<file path="src/rtl/core/mep_pkg.sv">
// ----------------------------------------------------------------------------
// Mandelbrot escape-time pixel package
// Shared constants, fixed-point types, sequencer states and the control
// structs that pass between the core and its divider and orbit datapath.
// ----------------------------------------------------------------------------
package mep_pkg;

	localparam int IMAGE_WIDTH  = 1920;
	localparam int IMAGE_HEIGHT = 1080;

	localparam int COORD_W     = 11;
	localparam int LIMIT_W     = 16;
	localparam int GRAY_W      = 8;
	localparam int FRAC_BITS   = 28;
	localparam int Q_W         = 32;
	localparam int PROD_W      = 2 * Q_W;
	localparam int SPAN_UNITS  = 3;
	localparam int GRAY_SCALE  = 255;
	localparam int LIMIT_RESET = 1000;

	localparam int DIVIDEND_W = LIMIT_W + GRAY_W;
	localparam int DIV_CNT_W  = $clog2(DIVIDEND_W);

	localparam longint SPAN_Q      = longint'(SPAN_UNITS) << FRAC_BITS;
	localparam int     RE_DIV      = IMAGE_WIDTH - 1;
	localparam int     IM_DIV      = IMAGE_HEIGHT - 1;
	localparam int     RE_L_W      = $clog2(IMAGE_WIDTH);
	localparam int     IM_L_W      = $clog2(IMAGE_HEIGHT);
	localparam int     MAP_L_W     = (RE_L_W > IM_L_W) ? RE_L_W : IM_L_W;
	localparam int     MAP_N_W     = MAP_L_W + COORD_W;
	localparam int     MAP_RECIP_W = MAP_N_W + 2;
	localparam int     MAP_PROD_W  = MAP_N_W + MAP_RECIP_W;
	localparam int     RE_SHIFT    = 2 * RE_L_W + COORD_W;
	localparam int     IM_SHIFT    = 2 * IM_L_W + COORD_W;
	localparam longint RE_QUO      = SPAN_Q / RE_DIV;
	localparam longint RE_REM      = SPAN_Q % RE_DIV;
	localparam longint IM_QUO      = SPAN_Q / IM_DIV;
	localparam longint IM_REM      = SPAN_Q % IM_DIV;
	localparam longint RE_RECIP    = ((longint'(1) << RE_SHIFT) + RE_DIV - 1) / RE_DIV;
	localparam longint IM_RECIP    = ((longint'(1) << IM_SHIFT) + IM_DIV - 1) / IM_DIV;

	typedef logic signed [Q_W-1:0] q_t;

	localparam q_t RE_MIN_Q = -(q_t'(2) <<< FRAC_BITS);
	localparam q_t IM_MIN_Q = -(q_t'(3) <<< (FRAC_BITS - 1));
	localparam logic [PROD_W-1:0] ESCAPE_Q = PROD_W'(4) << (2 * FRAC_BITS);

	typedef enum logic [2:0] {
		ST_IDLE,
		ST_MAP_SCALE,
		ST_MAP_RECIP,
		ST_MAP_SUM,
		ST_ORBIT_MUL,
		ST_ORBIT_TEST,
		ST_GRAY,
		ST_RESULT
	} core_state_t;

	typedef struct packed {
		logic                  start;
		logic [DIVIDEND_W-1:0] dividend;
		logic [LIMIT_W-1:0]    divisor;
	} div_req_t;

	typedef struct packed {
		logic                  done;
		logic [DIVIDEND_W-1:0] quotient;
	} div_rsp_t;

	typedef struct packed {
		logic clear;
		logic mul;
		logic upd;
	} orbit_ctl_t;

	typedef struct packed {
		logic               escape;
		logic [LIMIT_W-1:0] count;
	} orbit_sts_t;

endpackage

</file>
<file path="src/rtl/core/mep_divider.sv">
// ----------------------------------------------------------------------------
// Mandelbrot escape-time pixel divider
// Radix-2 restoring unsigned divider, one quotient bit per cycle, that scales
// the iteration count into a gray level.
// ----------------------------------------------------------------------------
module mep_divider (
	input  logic              clk,
	input  logic              arst_n,
	input  mep_pkg::div_req_t req,
	output mep_pkg::div_rsp_t rsp
);
	import mep_pkg::*;

	localparam logic [DIV_CNT_W-1:0] LAST_STEP = DIV_CNT_W'(DIVIDEND_W - 1);

	logic                  busy_q;
	logic                  done_q;
	logic [DIV_CNT_W-1:0]  cnt_q;
	logic [LIMIT_W-1:0]    rem_q;
	logic [LIMIT_W-1:0]    dsr_q;
	logic [DIVIDEND_W-1:0] quo_q;
	logic [LIMIT_W:0]      trial;
	logic                  qbit;
	logic [LIMIT_W-1:0]    rem_next;

	always_comb begin
		trial = {rem_q, quo_q[DIVIDEND_W-1]};
		qbit  = (trial >= {1'b0, dsr_q});
		if (qbit) begin
			rem_next = LIMIT_W'(trial - {1'b0, dsr_q});
		end else begin
			rem_next = trial[LIMIT_W-1:0];
		end
	end

	always_ff @(posedge clk or negedge arst_n) begin
		if (!arst_n) begin
			busy_q <= 1'b0;
			done_q <= 1'b0;
			cnt_q  <= '0;
		end else begin
			done_q <= 1'b0;
			if (req.start) begin
				busy_q <= 1'b1;
				cnt_q  <= '0;
			end else if (busy_q) begin
				cnt_q <= cnt_q + 1'b1;
				if (cnt_q == LAST_STEP) begin
					busy_q <= 1'b0;
					done_q <= 1'b1;
				end
			end
		end
	end

	always_ff @(posedge clk) begin
		if (req.start) begin
			rem_q <= '0;
			dsr_q <= req.divisor;
			quo_q <= req.dividend;
		end else if (busy_q) begin
			rem_q <= rem_next;
			quo_q <= {quo_q[DIVIDEND_W-2:0], qbit};
		end
	end

	assign rsp.done     = done_q;
	assign rsp.quotient = quo_q;

endmodule

</file>
<file path="config.mk">
export PLATFORM = sky130hd
export DESIGN_NAME = mep_divider
export DESIGN_NICKNAME = d
export VERILOG_FILES = /design/src/rtl/core/mep_pkg.sv /design/src/rtl/core/mep_divider.sv
export SDC_FILE = /design/constraint.sdc
export NUM_CORES = 1
export LEC_CHECK = 0
export ABC_AREA = 0
export CAP_MARGIN = 20
export CORE_ASPECT_RATIO = 0.5
export CORE_MARGIN = 2
export CORE_UTILIZATION = 40
export CTS_CLUSTER_SIZE = 16
export DETAILED_ROUTE_END_ITERATION = 16
export DONT_BUFFER_PORTS = 1
export GPL_TIMING_DRIVEN = 0
export SYNTH_ARGS = -nofsm -noshare
export SYNTH_HDL_FRONTEND = slang
export SYNTH_SLANG_ARGS = --single-unit
</file>
<file path="constraint.sdc">
create_clock -name clk -period 2.18 [get_ports clk]
set_input_delay 0.436 -clock clk [delete_from_list [all_inputs] [get_ports clk]]
set_output_delay 0.436 -clock clk [all_outputs]
set_load 0.01 [all_outputs]
</file>
==> impl_metrics.ini <==
[worst_setup_path]
cp-end-kind = register
worst-setup-path-type = register to register
critPathMaxFanout = 8
rr_endpoint = rem_q[0]
critical_path_arrival_ns = 2.72
r2r_start = dsr_q[14]
r2r.worst_path.cells = 8
ff2ff_setup_slack_ns = -0.29
setup.worst_path.start_class = register
required_ns = 2.43

[sta]
rsz0062_at_grt = yes
drv_slew = 0
fmax_ghz = 0.405
post-route-min-period_ns = 2.47
slew-limit-headroom = 0.459
tightestPinTransition_ns = 0.812
hold_violations = 0
worst_slack_ns = -0.291
setup-violations-final = 17
hold_ws_ns = 0.192
finalClockSkew_ns = 0.00667
period_share = 1.13

[pwr]
powerDensity_nw_per_um2 = 692
design_power_total_mw = 3.12
peakVddDrop_uv = 591
leakagePower_nw = 1.78

[synthesis]
syn-num-nets = 381
syn_inst = 320
ys_warn_count = 0
async_reset_ff_frac = 0.111
yosys_register_bits = 63
synthAdderAreaFrac = 0.0656
synth-seq-area-share = 0.478
synth_top_area_cell = edfxtp_1
avgSynthCellArea_um2 = 11.1
yosysUniqueCellTypes = 59
synthMuxAreaShare = 0.0857
ys.flop_type = edfxtp_1
synth_edf_count = 40
synth_xor_xnor_area_share = 0.0247
synth_top_family_by_area = compound AO/OA/AOI/OAI gates
synth_compound_area_frac = 0.186
synth_top_area_frac = 0.338
yosys.area_share.simple = 0.115
synth_area_um2 = 3550
synth_area_leaders = edfxtp_1 34%, dfxtp_1 9.0%, mux2_2 7.3%, ha_1 6.0%, dfrtp_1 4.9%

[floorplan]
dieHeight_um = 70.6
num_io_pins = 68
rows = 24
die-area_um2 = 9690
fp.coreArea_um2 = 8650
die_width_um = 137
initial_core_util = 0.410

[placed_design]
dp.cells = 437
numPortBuffers = 0
gp_congestion = 0.895
hpwl_um = 5780

[detailed_routing]
first_iter_violations = 139
wl_per_cell_um = 18.4
drc_errors = 0
drtAntennaViolNets = 0
drtPass1Iterations = 4
via_count = 2666
drt-total-wl_um = 8940
detail_route.vias_per_cell = 5.47

[outcome]
status = finished, violations left
violations = setup timing

[clock_tree]
insertion_delay_ns = 0.34
htree_levels = 3
clock_path_buffers = 2
cts_buffers = 9
cts_tree = built
clk_pin_slew_ns = 0.06
cts_sinks = 63
ctsRootBufferMaster = clkbuf_16

[run]
drv_cap = 0

[layout]
final_common_cell = edfxtp_1
areaGrowthSynthToFinish_pct = 27.2
final_cell_mix = 40 x edfxtp_1, 31 x buf_4, 27 x nor2_1, 23 x mux2_2, 15 x nand2_2
nets = 426
diodes = 0
instances_no_fill = 487
drive_above_1_share = 0.381

[global_route]
met3_usage = 0.0796
grt_pass1_wl_um = 14400
grt_max_degree = 25
use_met1 = 0.252
grt_pass1_vias = 2825
grt_usage = 0.196
use_met2 = 0.297
gr-total-overflow = 0
grt_most_used_layer = met2
antenna_found_initial = 0

[min_path]
holdPathEnd = dsr_q[6]
hp-class = primary input to register
min_from = req[6]
hold_depth = 0
[where the power goes]
part	internal (mW)	leakage [nW]	switching [mW]
clock network	0.767	0.125	0.539
logic	0.196	1.02	0.188
registers	1.36	0.634	0.0729
total	2.32	1.78	0.800
[final cells by class]
type	instances	area, µm²
fill	751	4130
sequential	63	1700
multi-input combinational	221	1920
tap	117	146
timing repair buffer	38	339
clock inverter	7	48.8
inverter	20	75.1
buffer	12	67.6
clock buffer	9	225
[state kept, by name, summed over array words and instances, names as in the netlist]
signal  flops
done_q      1
dsr_q      16
busy_q      1
quo_q      24
cnt_q       5
rem_q      16
[critical path, cell delays in order, from the launching register on]
cell      delay [ns]
edfxtp_1        0.37
inv_2           0.07
ha_4            0.19
a21o_1          0.17
a211o_1         0.28
a21o_1          0.20
o31ai_4         0.54
mux2_4          0.35
a211oi_2        0.19
[cell families after synthesis]
logic type | after synthesis
AND/OR/NAND/NOR | 87
AO/OA/AOI/OAI | 79
flip-flops | 63
buffers and inverters | 36
multiplexers | 27
adder cells (fa/ha/maj) | 18
XOR/XNOR | 10
[how the worst max path moves through the flow]
stage                   start       end
finish              dsr_q[14]  rem_q[0]
global route         dsr_q[2]  rem_q[0]
CTS                  dsr_q[6]  rem_q[0]
detailed placement  dsr_q[11]  rem_q[5]
global placement    dsr_q[11]  rem_q[5]
floorplan           quo_q[23]  rem_q[7]
[per-layer routing]
layer  vias to the layer above  share of wire  wire length (µm)
li1                       1285              -                 -
met1                      1279           0.45              4020
met2                        84           0.46              4120
met3                        18          0.071               632
met4                         0          0.019               170
met5                         -              0                 0
[synth_stat cells, types with 2 or more instances]
cell / count
a211o_1: 4
a211oi_1: 3
a21o_1: 4
a21oi_1: 13
a311o_1: 2
a311oi_1: 2
a311oi_2: 8
a32oi_1: 2
and3_1: 3
buf_2: 4
buf_6: 2
clkbuf_1: 9
dfrtp_1: 7
dfxtp_1: 16
edfxtp_1: 40
ha_1: 17
inv_1: 20
mux2_2: 23
mux2i_1: 3
nand2_1: 28
nand2b_1: 4
nand3_1: 5
nand3_2: 2
nand4_1: 3
nor2_1: 27
nor2b_1: 3
nor3_1: 5
nor4_1: 2
o21a_1: 5
o21ai_0: 15
o31a_1: 2
or3_1: 2
xnor2_1: 4
xor2_1: 6
[per-stage QoR]
| stage | cell area [µm²] | worst slack (ns) | setup TNS, ns | utilization |
|---|---|---|---|---|
| after floorplan | 3600 | -0.0971 | -0.827 | - |
| after global placement | 3750 | -0.362 | -5.06 | 0.434 |
| after detailed placement | 3750 | -0.389 | -5.56 | 0.434 |
| after CTS | 4400 | -0.267 | -3.46 | 0.509 |
| after global routing | 4520 | -0.384 | -5.78 | 0.522 |
| final | 4520 | -0.291 | -4.05 | 0.522 |
[what timing repair did]
action | in CTS | in global routing
cloned | 2 | 0
pin swaps | 12 | 8
hold endpoints to repair | 7 | 0
gates resized for setup | 35 | 21
hold buffers | 1 | 0
endpoints found under the setup margin | 17 | 41
setup buffers | 28 | 8
No activity file was read; power rests on OpenSTA's default activity.
